### config.mk
export PLATFORM = sky130hd
export DESIGN_NAME = hop_frame_session_tracker
export DESIGN_NICKNAME = d
export VERILOG_FILES = /design/src/design/hfst_pkg.sv /design/src/design/hfst_ram.sv /design/src/design/hfst_ctrl.sv /design/src/design/hfst_dp.sv /design/src/design/hop_frame_session_tracker.sv
export SDC_FILE = /design/constraint.sdc
export NUM_CORES = 2
export LEC_CHECK = 0
export BUFFER_PORTS_ARGS = -buffer_cell sky130_fd_sc_hd__buf_2
export CAP_MARGIN = 20
export CORE_MARGIN = 1
export CORE_UTILIZATION = 48
export DETAILED_ROUTE_END_ITERATION = 6
export GPL_TIMING_DRIVEN = 0
export HOLD_SLACK_MARGIN = 0.02
export PLACE_DENSITY_LB_ADDON = 0.25
export SLEW_MARGIN = 20
export SYNTH_ARGS = -nofsm -noshare
export SYNTH_HDL_FRONTEND = slang
export SYNTH_HIERARCHICAL = 1
export SYNTH_SLANG_ARGS = --single-unit
### constraint.sdc
create_clock -name clk -period 18.7 [get_ports clk]
set_clock_uncertainty 0.1 [all_clocks]
set_input_delay 0 -clock clk [delete_from_list [all_inputs] [get_ports clk]]
set_output_delay 0 -clock clk [all_outputs]
set_load 0.1 [all_outputs]
### src/design/hfst_pkg.sv
package hfst_pkg;

  localparam int unsigned PENDING_DEPTH_DEF = 16;
  localparam int unsigned HDR_LEN = 20;
  localparam int unsigned NOTIFY_END = 24;
  localparam int unsigned HOP_PENDING_LIMIT = 3;
  localparam int unsigned REG_IDX_W = 3;
  localparam int unsigned CFG_DATA_W = 64;

  localparam logic [7:0] MAGIC_P = 8'h50;
  localparam logic [7:0] MAGIC_H = 8'h48;
  localparam logic [7:0] PROTO_VERSION = 8'h01;

  localparam logic [1:0] CMD_RX   = 2'd0;
  localparam logic [1:0] CMD_TX   = 2'd1;
  localparam logic [1:0] CMD_HOP  = 2'd2;
  localparam logic [1:0] CMD_TICK = 2'd3;

  localparam logic [1:0] KIND_TX      = 2'd0;
  localparam logic [1:0] KIND_PAYLOAD = 2'd1;
  localparam logic [1:0] KIND_VERDICT = 2'd2;
  localparam logic [1:0] KIND_STATUS  = 2'd3;

  localparam logic [1:0] VERD_OK      = 2'd0;
  localparam logic [1:0] VERD_SHORT   = 2'd1;
  localparam logic [1:0] VERD_MAGIC   = 2'd2;
  localparam logic [1:0] VERD_SESSION = 2'd3;

  localparam logic [REG_IDX_W-1:0] REG_SESSION_ID   = 3'd0;
  localparam logic [REG_IDX_W-1:0] REG_INTERVAL     = 3'd1;
  localparam logic [REG_IDX_W-1:0] REG_ACK_MASK     = 3'd2;
  localparam logic [REG_IDX_W-1:0] REG_ACK_REQ_MASK = 3'd3;
  localparam logic [REG_IDX_W-1:0] REG_HOP_MASK     = 3'd4;

  typedef struct packed {
    logic [1:0] command;
    logic [7:0] data_byte;
    logic       last_byte;
    logic [7:0] tx_flags;
  } in_word_t;

  typedef struct packed {
    logic [1:0]  kind;
    logic [7:0]  out_byte;
    logic        last_out;
    logic [1:0]  verdict;
    logic [31:0] frame_seq;
    logic [7:0]  frame_flags;
    logic [31:0] frame_epoch;
    logic [31:0] epoch_in_use;
    logic        hop_due;
    logic [4:0]  pending_total;
    logic [31:0] ack_high;
  } out_word_t;

  typedef struct packed {
    logic       load;
    logic       exec;
    logic       judge;
    logic       scan;
    logic       hop;
    logic       emit;
    logic       emit_last;
    logic [4:0] emit_idx;
  } ctl_t;

  typedef struct packed {
    logic [1:0] cmd;
    logic       last;
    logic       has_pay;
    logic       apply;
    logic       ack_hit;
    logic       scan_done;
    logic       out_free;
  } sts_t;

  function automatic logic [7:0] magic_byte(input logic [1:0] idx);
    case (idx)
      2'd0: magic_byte = MAGIC_P;
      2'd1: magic_byte = MAGIC_H;
      default: magic_byte = PROTO_VERSION;
    endcase
  endfunction

endpackage

### src/design/hfst_ram.sv
module hfst_ram #(
  parameter int unsigned WIDTH = 32,
  parameter int unsigned DEPTH = 16
) (
  input  logic                     clk,
  input  logic                     we,
  input  logic [$clog2(DEPTH)-1:0] waddr,
  input  logic [WIDTH-1:0]         wdata,
  input  logic [$clog2(DEPTH)-1:0] raddr,
  output logic [WIDTH-1:0]         rdata
);
  logic [WIDTH-1:0] mem [DEPTH];

  always_ff @(posedge clk) begin
    if (we) begin
      mem[waddr] <= wdata;
    end
    rdata <= mem[raddr];
  end
endmodule

### src/design/hfst_ctrl.sv
module hfst_ctrl (
  input  logic          clk,
  input  logic          rst_n,
  input  logic          in_valid,
  output logic          in_ready,
  input  hfst_pkg::sts_t sts,
  output hfst_pkg::ctl_t ctl
);
  import hfst_pkg::*;

  localparam logic [2:0] S_IDLE  = 3'd0;
  localparam logic [2:0] S_EXEC  = 3'd1;
  localparam logic [2:0] S_JUDGE = 3'd2;
  localparam logic [2:0] S_SCAN  = 3'd3;
  localparam logic [2:0] S_HOP   = 3'd4;
  localparam logic [2:0] S_EMIT  = 3'd5;

  logic [2:0] state_r, state_nxt;
  logic [4:0] idx_r, idx_nxt;
  logic [4:0] n_res;

  always_comb begin
    case (sts.cmd)
      CMD_TX: n_res = 5'(HDR_LEN);
      CMD_RX: n_res = {4'd0, sts.has_pay} + {4'd0, sts.last};
      default: n_res = 5'd1;
    endcase
  end

  always_comb begin
    state_nxt = state_r;
    idx_nxt = idx_r;
    ctl = '0;
    ctl.emit_idx = idx_r;
    in_ready = 1'b0;
    case (state_r)
      S_IDLE: begin
        in_ready = 1'b1;
        if (in_valid) begin
          ctl.load = 1'b1;
          state_nxt = S_EXEC;
        end
      end
      S_EXEC: begin
        ctl.exec = 1'b1;
        idx_nxt = '0;
        state_nxt = (sts.cmd == CMD_RX && sts.last) ? S_JUDGE : S_EMIT;
      end
      S_JUDGE: begin
        ctl.judge = 1'b1;
        if (sts.apply && sts.ack_hit) begin
          state_nxt = S_SCAN;
        end else if (sts.apply) begin
          state_nxt = S_HOP;
        end else begin
          state_nxt = S_EMIT;
        end
      end
      S_SCAN: begin
        ctl.scan = 1'b1;
        if (sts.scan_done) begin
          state_nxt = S_HOP;
        end
      end
      S_HOP: begin
        ctl.hop = 1'b1;
        state_nxt = S_EMIT;
      end
      S_EMIT: begin
        if (n_res == 5'd0) begin
          state_nxt = S_IDLE;
        end else if (sts.out_free) begin
          ctl.emit = 1'b1;
          ctl.emit_last = (idx_r == n_res - 5'd1);
          idx_nxt = idx_r + 5'd1;
          if (ctl.emit_last) begin
            state_nxt = S_IDLE;
          end
        end
      end
      default: state_nxt = S_IDLE;
    endcase
  end

  always_ff @(posedge clk) begin
    if (!rst_n) begin
      state_r <= S_IDLE;
      idx_r <= '0;
    end else begin
      state_r <= state_nxt;
      idx_r <= idx_nxt;
    end
  end
endmodule

### src/design/hfst_dp.sv
module hfst_dp #(
  parameter int unsigned PENDING_DEPTH = hfst_pkg::PENDING_DEPTH_DEF
) (
  input  logic                             clk,
  input  logic                             rst_n,
  input  logic                             cfg_we,
  input  logic [hfst_pkg::REG_IDX_W-1:0]   cfg_addr,
  input  logic [hfst_pkg::CFG_DATA_W-1:0]  cfg_wdata,
  input  hfst_pkg::in_word_t               in_data,
  input  hfst_pkg::ctl_t                   ctl,
  output hfst_pkg::sts_t                   sts,
  input  logic                             out_ready,
  output logic                             out_valid,
  output hfst_pkg::out_word_t              out_data
);
  import hfst_pkg::*;

  localparam int unsigned CW = $clog2(PENDING_DEPTH + 1);
  localparam int unsigned AW = $clog2(PENDING_DEPTH);

  logic [63:0] sess_id_r;
  logic [31:0] interval_r;
  logic [7:0]  ack_mask_r, ackreq_mask_r, hop_mask_r;

  in_word_t    item_r;
  logic [4:0]  rx_count_r;
  logic        rx_magic_ok_r;
  logic [63:0] rx_session_r;
  logic [31:0] rx_epoch_r, rx_seq_r, rx_notify_r;
  logic [7:0]  rx_flags_r;
  logic [31:0] epoch_r, seq_next_r, ack_last_r, elapsed_r, tx_seq_r;
  logic [CW-1:0] count_r, scan_i_r, keep_r;
  logic        rd_pend_r, has_pay_r;
  logic [1:0]  verdict_r;
  logic        out_valid_r;
  out_word_t   out_data_r;

  logic          ram_we;
  logic [AW-1:0] ram_waddr;
  logic [31:0]   ram_wdata, ram_q;
  logic          push, keep_hit, scan_more;
  logic [1:0]    verdict_c;
  logic [CW+4:0] count_ext;
  logic [159:0]  hdr_v;
  logic [7:0]    hdr_a [HDR_LEN];
  out_word_t     res;

  hfst_ram #(.WIDTH(32), .DEPTH(PENDING_DEPTH)) u_pend (
    .clk(clk), .we(ram_we), .waddr(ram_waddr), .wdata(ram_wdata),
    .raddr(scan_i_r[AW-1:0]), .rdata(ram_q)
  );

  assign push = ctl.exec && item_r.command == CMD_TX &&
                (item_r.tx_flags & ackreq_mask_r) != 8'd0 &&
                count_r < CW'(PENDING_DEPTH);
  assign keep_hit = ctl.scan && rd_pend_r && ram_q > rx_seq_r;
  assign scan_more = scan_i_r < count_r;

  always_comb begin
    ram_we = push || keep_hit;
    ram_waddr = push ? count_r[AW-1:0] : keep_r[AW-1:0];
    ram_wdata = push ? seq_next_r : ram_q;
  end

  always_comb begin
    if (rx_count_r < 5'(HDR_LEN)) begin
      verdict_c = VERD_SHORT;
    end else if (!rx_magic_ok_r) begin
      verdict_c = VERD_MAGIC;
    end else if (rx_session_r != sess_id_r) begin
      verdict_c = VERD_SESSION;
    end else begin
      verdict_c = VERD_OK;
    end
  end

  assign sts.cmd = item_r.command;
  assign sts.last = item_r.last_byte;
  assign sts.has_pay = has_pay_r;
  assign sts.apply = verdict_c == VERD_OK;
  assign sts.ack_hit = (rx_flags_r & ack_mask_r) != 8'd0;
  assign sts.scan_done = !rd_pend_r && !scan_more;
  assign sts.out_free = !out_valid_r || out_ready;

  assign hdr_v = {MAGIC_P, MAGIC_H, PROTO_VERSION, sess_id_r, epoch_r, tx_seq_r,
                  item_r.tx_flags};
  always_comb begin
    for (int k = 0; k < HDR_LEN; k++) begin
      hdr_a[k] = hdr_v[(HDR_LEN - 1 - k) * 8 +: 8];
    end
  end

  assign count_ext = {5'd0, count_r};

  always_comb begin
    res = '0;
    res.last_out = ctl.emit_last;
    res.epoch_in_use = epoch_r;
    res.hop_due = (count_r > CW'(HOP_PENDING_LIMIT)) || (elapsed_r > interval_r);
    res.pending_total = count_ext[4:0];
    res.ack_high = ack_last_r;
    case (item_r.command)
      CMD_TX: begin
        res.kind = KIND_TX;
        res.out_byte = hdr_a[ctl.emit_idx];
      end
      CMD_RX: begin
        if (has_pay_r && ctl.emit_idx == 5'd0) begin
          res.kind = KIND_PAYLOAD;
          res.out_byte = item_r.data_byte;
        end else begin
          res.kind = KIND_VERDICT;
          res.verdict = verdict_r;
          res.frame_seq = rx_seq_r;
          res.frame_flags = rx_flags_r;
          res.frame_epoch = rx_epoch_r;
        end
      end
      default: res.kind = KIND_STATUS;
    endcase
  end

  always_ff @(posedge clk) begin
    if (ctl.load) begin
      item_r <= in_data;
    end
    if (ctl.judge) begin
      verdict_r <= verdict_c;
    end
    if (ctl.emit) begin
      out_data_r <= res;
    end
  end

  always_ff @(posedge clk) begin
    if (!rst_n) begin
      sess_id_r <= '0;
      interval_r <= 32'd30;
      ack_mask_r <= 8'd1;
      ackreq_mask_r <= 8'd2;
      hop_mask_r <= 8'd4;
      rx_count_r <= '0;
      rx_magic_ok_r <= 1'b1;
      rx_session_r <= '0;
      rx_epoch_r <= '0;
      rx_seq_r <= '0;
      rx_flags_r <= '0;
      rx_notify_r <= '0;
      epoch_r <= '0;
      seq_next_r <= '0;
      ack_last_r <= '0;
      elapsed_r <= '0;
      tx_seq_r <= '0;
      count_r <= '0;
      scan_i_r <= '0;
      keep_r <= '0;
      rd_pend_r <= 1'b0;
      has_pay_r <= 1'b0;
      out_valid_r <= 1'b0;
    end else begin
      if (cfg_we) begin
        case (cfg_addr)
          REG_SESSION_ID:   sess_id_r <= cfg_wdata;
          REG_INTERVAL:     interval_r <= cfg_wdata[31:0];
          REG_ACK_MASK:     ack_mask_r <= cfg_wdata[7:0];
          REG_ACK_REQ_MASK: ackreq_mask_r <= cfg_wdata[7:0];
          REG_HOP_MASK:     hop_mask_r <= cfg_wdata[7:0];
          default: ;
        endcase
      end

      if (ctl.exec) begin
        case (item_r.command)
          CMD_RX: begin
            has_pay_r <= rx_count_r >= 5'(HDR_LEN);
            if (rx_count_r < 5'd3) begin
              if (item_r.data_byte != magic_byte(rx_count_r[1:0])) begin
                rx_magic_ok_r <= 1'b0;
              end
            end else if (rx_count_r < 5'd11) begin
              rx_session_r <= {rx_session_r[55:0], item_r.data_byte};
            end else if (rx_count_r < 5'd15) begin
              rx_epoch_r <= {rx_epoch_r[23:0], item_r.data_byte};
            end else if (rx_count_r < 5'd19) begin
              rx_seq_r <= {rx_seq_r[23:0], item_r.data_byte};
            end else if (rx_count_r == 5'd19) begin
              rx_flags_r <= item_r.data_byte;
            end else if (rx_count_r < 5'(NOTIFY_END)) begin
              rx_notify_r <= {rx_notify_r[23:0], item_r.data_byte};
            end
            if (rx_count_r < 5'(NOTIFY_END)) begin
              rx_count_r <= rx_count_r + 5'd1;
            end
          end
          CMD_TX: begin
            tx_seq_r <= seq_next_r;
            seq_next_r <= seq_next_r + 32'd1;
            if (push) begin
              count_r <= count_r + CW'(1);
            end
          end
          CMD_HOP: begin
            epoch_r <= epoch_r + 32'd1;
            elapsed_r <= '0;
            count_r <= '0;
          end
          default: begin
            if (elapsed_r != 32'hFFFF_FFFF) begin
              elapsed_r <= elapsed_r + 32'd1;
            end
          end
        endcase
      end

      if (ctl.judge && sts.apply && sts.ack_hit) begin
        if (rx_seq_r > ack_last_r || ack_last_r == 32'd0) begin
          ack_last_r <= rx_seq_r;
        end
        scan_i_r <= '0;
        keep_r <= '0;
        rd_pend_r <= 1'b0;
      end

      if (ctl.scan) begin
        rd_pend_r <= scan_more;
        if (scan_more) begin
          scan_i_r <= scan_i_r + CW'(1);
        end
        if (keep_hit) begin
          keep_r <= keep_r + CW'(1);
        end
        if (sts.scan_done) begin
          count_r <= keep_r;
        end
      end

      if (ctl.hop) begin
        if ((rx_flags_r & hop_mask_r) != 8'd0 && rx_count_r >= 5'(NOTIFY_END) &&
            rx_notify_r > epoch_r) begin
          epoch_r <= rx_notify_r;
          elapsed_r <= '0;
          count_r <= '0;
        end
      end

      if (ctl.emit && ctl.emit_last && item_r.command == CMD_RX && item_r.last_byte) begin
        rx_count_r <= '0;
        rx_magic_ok_r <= 1'b1;
        rx_session_r <= '0;
        rx_epoch_r <= '0;
        rx_seq_r <= '0;
        rx_flags_r <= '0;
        rx_notify_r <= '0;
      end

      if (ctl.emit) begin
        out_valid_r <= 1'b1;
      end else if (out_ready) begin
        out_valid_r <= 1'b0;
      end
    end
  end

  assign out_valid = out_valid_r;
  assign out_data = out_data_r;
endmodule

### src/design/hop_frame_session_tracker.sv
// Session tracker for a hop frame protocol with a 20-byte header.
// Input channel (in_valid/in_ready/in_data): one command word, a received
// byte, a send-header request, a hop or a one-second tick.
// Output channel (out_valid/out_ready/out_data): the result words of that
// command, the final one flagged by last_out. A send gives 20 header words,
// a received byte gives zero to two words, hop and tick give one status word.
// Config port (cfg_we/cfg_addr/cfg_wdata): register writes, applied while cfg_we is high.
// One command is processed at a time. Each command is loaded and executed;
// the last byte of a frame is then judged, an accepted frame that carries
// an ACK flag walks the unacked queue memory (one read per cycle), and every
// accepted frame passes a hop step before its results are emitted. Further
// results follow at one per cycle while the receiver takes them.
// Synchronous reset clears the session state, loads register defaults and
// empties the queue; no clearing pass is needed.
// A stalled receiver holds the output register and the block waits; the
// next command is taken once the last result is in the output register.
module hop_frame_session_tracker #(
  parameter int unsigned PENDING_DEPTH = hfst_pkg::PENDING_DEPTH_DEF
) (
  input  logic                             clk,
  input  logic                             rst_n,
  input  logic                             in_valid,
  output logic                             in_ready,
  input  hfst_pkg::in_word_t               in_data,
  output logic                             out_valid,
  input  logic                             out_ready,
  output hfst_pkg::out_word_t              out_data,
  input  logic                             cfg_we,
  input  logic [hfst_pkg::REG_IDX_W-1:0]   cfg_addr,
  input  logic [hfst_pkg::CFG_DATA_W-1:0]  cfg_wdata
);
  import hfst_pkg::*;

  ctl_t ctl;
  sts_t sts;

  hfst_ctrl u_ctrl (
    .clk(clk), .rst_n(rst_n), .in_valid(in_valid), .in_ready(in_ready),
    .sts(sts), .ctl(ctl)
  );

  hfst_dp #(.PENDING_DEPTH(PENDING_DEPTH)) u_dp (
    .clk(clk), .rst_n(rst_n), .cfg_we(cfg_we), .cfg_addr(cfg_addr),
    .cfg_wdata(cfg_wdata), .in_data(in_data), .ctl(ctl), .sts(sts),
    .out_ready(out_ready), .out_valid(out_valid), .out_data(out_data)
  );

`ifndef ASSERT_OFF
  a_one_word: assert property (@(posedge clk) disable iff (!rst_n)
    in_valid && in_ready |=> !in_ready)
    else $error("second word taken while busy");
  a_verdict_last: assert property (@(posedge clk) disable iff (!rst_n)
    out_valid && out_data.kind == KIND_VERDICT |-> out_data.last_out)
    else $error("verdict not final result");
  a_verdict_zero: assert property (@(posedge clk) disable iff (!rst_n)
    out_valid && out_data.kind != KIND_VERDICT |-> out_data.verdict == VERD_OK)
    else $error("verdict on non-verdict word");
`endif
endmodule
* After elaboration in Yosys (flattened, before gate mapping) *
Memory sizes are Yosys's and may differ from the RTL's. A register that Yosys moved wholly into a read port is not among the register bits.
Index checks and enable logic that the tools add are counted.

storage, ports and cells
  flip-flop bits (word level) = 656
  memory bits (writable) = 512
  output and inout bits = 157
  word-level logic and storage cells = 227
  memories kept = 1

cells by class
  add/subtract/negate cells = 10
  magnitude comparators = 16
  eq/ne operators = 23
  muxes and demuxes = 68
  bitwise operators = 11
  reductions and logical operators = 57

memories
  memory           words  bits a word  read ports  clocked after Yosys merged registers in  wr ports  RTL line        source
  u_dp.u_pend.mem  16     32           1           1                                        1         hfst_ram.sv:12  logic [WIDTH-1:0] mem [DEPTH];

operators with widths
  cell                                           count
  two-way mux 32 bit                             9
  > comparator 32 bit                            4
  adder 32 x 1 -> 32 bit, second input constant  3
  two-way mux 5 bit                              14
  != test 64 bit                                 1
  one-hot mux 32 bit (2 select lines)            1
  two-way mux 8 bit                              7
  binary-select mux 8 bit (select 5 bit)         1
  zero test 32 bit                               1
  != test 32 bit, second input constant          1
  one-hot mux 5 bit (2 select lines)             3
  adder 5 x 1 -> 5 bit, second input constant    5
  AND 8 bit                                      3
  nonzero test 8 bit                             3
  two-way mux 3 bit                              7
  < comparator 5 bit, second input constant      4
  one-hot mux 3 bit (6 select lines)             1
  logical AND 1 bit                              16
  one-hot mux 8 bit (2 select lines)             1
  AND reduction 2 bit                            8
  two-way mux 1 bit                              14
  two-way mux 2 bit                              7
  one-hot mux 7 bit (2 select lines)             1
  == test 3 x 2 -> 1 bit, second input constant  4
  other kinds (35)                               66

* Logic depth before layout (Yosys ltp) *
  depth after elaboration = 12
  mapped depth = 16
  mapped depth without buffers = 13

* Hierarchy *
The synthesis kept the hierarchy.

modules (own cells, without submodules)
  module     instances  cells an instance  area each (sq um)  sequential area each (sq um)
  hfst_dp    1          3307               30814.6            14734.1
  hfst_ram   1          838                19835.3            16015.4
  hfst_ctrl  1          89                 715.7              160.2

* Worst setup path before layout *
No wires, ideal clock.

  path kind = reg2reg
  start = register u_dp.item_r, in the netlist u_dp/sts[5]
  end = register u_dp.rx_count_r[1]
  data arrival time = 5847 ps
  data required time = 18472 ps
  path slack = 12626 ps
  cell stages (with the launch flop) = 14
  buffers on the path = 3
  period minus slack after synthesis = 6074 ps
  path through = edfxtp_1 -> buf_4 -> ha_1 -> a21oi_2 -> ha_1 -> ha_1 -> and4bb_4 -> nand2_2 -> inv_1 -> nand4_1 -> nand2_1 -> clkbuf_1 -> buf_1 -> nor2_1

RTL lines
  element                   RTL line        source
  start: declaration        hfst_dp.sv:25   in_word_t item_r;
  start signal: assignment  hfst_dp.sv:125  item_r <= in_data;
  end signal: assignment    hfst_dp.sv:192  rx_count_r <= rx_count_r + 5'd1;
  end: declaration          hfst_dp.sv:26   logic [4:0] rx_count_r;

* Worst setup path after layout *
  start = register u_dp.item_r, in the netlist u_dp/sts[7]
  end = memory u_dp.u_pend.mem[3][26] (enable)

RTL lines
  element                         RTL line        source
  == test 2 x 1 -> 1 bit          hfst_dp.sv:53   assign push = ctl.exec && item_r.command == CMD_TX &&
  logical AND 1 bit (2 in a row)  hfst_dp.sv:53
  logical AND 1 bit               hfst_dp.sv:54   (item_r.tx_flags & ackreq_mask_r) != 8'd0 &&
  two-way mux 4 bit               hfst_dp.sv:61   ram_waddr = push ? count_r[AW-1:0] : keep_r[AW-1:0];
  net u_dp.ram_waddr[1]           hfst_dp.sv:39   logic [AW-1:0] ram_waddr;
  end: declaration                hfst_ram.sv:12

The timed path passes the listed nets, and every way through them passes these cells.

==> impl_metrics.json <==
{
  "cts_tree": "done",
  "tightest_slew_ns": 1.11,
  "hp-class": "in2reg",
  "cp-end-kind": "flop",
  "grt_usage_pct": 27.9,
  "core_area_um2": 106000,
  "numCtsBuffers": 120,
  "critPathArrivalTime_ns": 5.31,
  "num_io_pins": 248,
  "synth_area_leader_cell": "edfxtp_1",
  "clockBufferDepth": 3,
  "drtAntennaViolNets": 0,
  "cap_viol_max_count": 0,
  "synth-edff-count": 688,
  "yosysSeqAreaShare_pct": 60.2,
  "avgRoutedWirePerCell_um": 24.3,
  "peakVddDrop_v": 0.000115,
  "syn_avg_cell_area_um2": 12.1,
  "cp-start-kind": "flop",
  "grt_pass1_wl_um": 226000,
  "cts_setup_buffers": 0,
  "yosysWarnings": 6,
  "clkLatencyLatePin_ns": 0.75,
  "syn_to_final_growth_pct": 18.5,
  "std_cell_rows": 119,
  "layout_commonest_cell": "nand2_1",
  "io_buffers": 247,
  "async_flop_share_pct": 0,
  "max_clock_freq_ghz": 0.201,
  "path_depth": 12,
  "grt_overflow": 0,
  "dp_hpwl_um": 108000,
  "setup_viol": 0,
  "grt_max_degree": 87,
  "place_ws_ns": 13.83,
  "cp_top_family": "simple AND/OR/NAND/NOR gates",
  "clkTransAtPathRegs_ns": 0.06,
  "status": "finished with violations",
  "finalMaxSlewViolations": 0,
  "place.gp.congestion": 0.968,
  "syn_inst": 4234,
  "syn_nets": 4475,
  "first_global_vias": 35300,
  "finalCritPeriodShare_pct": 26.6,
  "synth_cell_types": 88,
  "critPathKind": "reg2reg",
  "slew_headroom_pct": 26.3,
  "failed_checks": "DRC",
  "power_density_nw_per_um2": 101,
  "htree_levels": 3,
  "die_h_um": 329,
  "dieArea_um2": 108000,
  "critPathRequiredTime_ns": 19.02,
  "rsz0062_at_grt": "false",
  "fin_util_pct": 57.6,
  "vias": 37000,
  "final.setup.tns_ns": 0,
  "slowest_stage": "o21ai_0",
  "holdPathStages": 4,
  "rr_worst_depth": 12,
  "first_pass_iters": 7,
  "fp.dieW_um": 329,
  "totalWireLength_um": 153000,
  "ys_seq_elements": 1200,
  "final_cell_mix": "nand2_1, edfxtp_1, dfxtp_1, buf_2, a21oi_1",
  "cpPeakStageDelay_ns": 0.88,
  "hold_viol": 0,
  "path_common_cell": "clkbuf_1",
  "drtIter0Drc": 4021,
  "yosys_most_used_dff": "edfxtp_1",
  "cts_hold_buf": 172,
  "period_minus_slack_ns": 4.98,
  "start_util_pct": 48.6,
  "vias_per_cell": 5.87,
  "cts_resized": 0,
  "antenna_found_initial": 3,
  "nets": 5050,
  "synthTopCellsByArea": "edfxtp_1, dfxtp_1, mux4_2, nand2_1, ha_1",
  "syn_area_um2": 51400,
  "synth_top_cell_area_share_pct": 40.2,
  "drive_above_1_share_pct": 15.2,
  "path_max_fanout": 18,
  "fin_ws_ns": 13.72,
  "drc": 41,
  "critPathBufInv": 5,
  "worstPathCellList": "inv_1 > ha_1 > buf_2 > nand2_2 > a41o_1 > nand2b_1 > clkbuf_1 > clkbuf_1 > o21ai_0 > nand2_1 > nor2_4 > buf_16",
  "clock-sinks": 1200,
  "clockRootBuffer": "clkbuf_16",
  "p_leak_nw": 21.5
}
## layout make-up
cell class,count,area (um2)
Sequential cell,1200,30900
Tap cell,1391,1740
Inverter,156,593
Fill cell,8559,44800
Timing Repair Buffer,453,3510
Multi-Input combinational cell,2639,19000
Clock buffer,168,3390
Buffer,239,1010
Antenna cell,5,12.5
Clock inverter,56,749
## routing by layer
metal | up-vias | track usage (%) | part of all wire [%]
li1 | 16600 | - | -
met1 | 18300 | 37.9 | 41
met2 | 1717 | 44.2 | 46
met3 | 426 | 4.31 | 7.5
met4 | 4 | 12.8 | 5.0
met5 | - | 0.0870 | 0.018
## final timing paths
| path | start | end | slack, ns |
|---|---|---|---|
| max reg2reg | u_dp/sts[7] | u_dp/u_pend/mem[3][26] | 13.72 |
| min | cfg_wdata[7] | u_dp/sess_id_r[7] | 0.09 |
| min reg2reg | u_dp/rx_epoch_r[26] | u_dp/rx_epoch_r[26] | 0.35 |
| max | u_dp/sts[7] | u_dp/u_pend/mem[3][26] | 13.72 |
## cells in the mapped netlist (78+ instances only)
master and n:
a21boi_0 155, a21oi_1 229, a22oi_1 78, and3_1 97, clkbuf_1 169, dfxtp_1 512
edfxtp_1 688, ha_1 150, inv_1 156, mux2i_1 85, mux4_2 159, nand2_1 786
nor2_1 118, o21ai_0 100
## state kept, by name (all words and copies together) (netlist names), 32 cells and up
name / flops
u_dp/u_pend/mem: 512
u_dp/out_data: 155
u_dp/rx_session_r: 64
u_dp/sess_id_r: 64
u_dp/ack_last_r: 32
u_dp/elapsed_r: 32
u_dp/epoch_r: 32
u_dp/interval_r: 32
u_dp/rx_epoch_r: 32
u_dp/rx_notify_r: 32
u_dp/rx_seq_r: 32
u_dp/seq_next_r: 32
u_dp/tx_seq_r: 32
u_dp/u_pend/rdata: 32
## where the power goes
| group | switching, mW | internal, mW |
|---|---|---|
| sequential | 0.0529 | 2.88 |
| combinational | 0.552 | 0.155 |
| clock | 1.05 | 1.45 |
## stage by stage
| step | power (mW) | hold slack [ns] | cells | area [um2] |
|---|---|---|---|---|
| 2_1_floorplan | 3.46 | -0.00113 | 4234 | 51400 |
| 3_3_place_gp | 3.66 | 0.0815 | 5872 | 54300 |
| 3_5_place_dp | 3.66 | 0.0781 | 5906 | 55000 |
| 4_1_cts | 6.16 | 0.0242 | 6302 | 60900 |
| 5_1_grt | 6.31 | 0.0588 | 6303 | 60900 |
| 6_report | 6.14 | 0.0854 | 6307 | 60900 |
## logic make-up after synthesis
logic type                 Yosys count  synth area share (%)
and+or+nand+nor                   1366                  12.3
adders and majority gates          150                  3.65
muxes                              279                  9.40
buffers and inverters              395                  3.11
AOI/OAI and AO/OA                  713                  9.10
DFF                               1200                  60.2
xor gates and xnor gates           131                  2.23
## worst min-delay path, cell delays in order
cell and delay, ns:
dlygate4sd3_1 0.53, buf_2 0.19, nand2_1 0.07, a21boi_0 0.07
No activity file was read; power rests on OpenSTA's default activity.
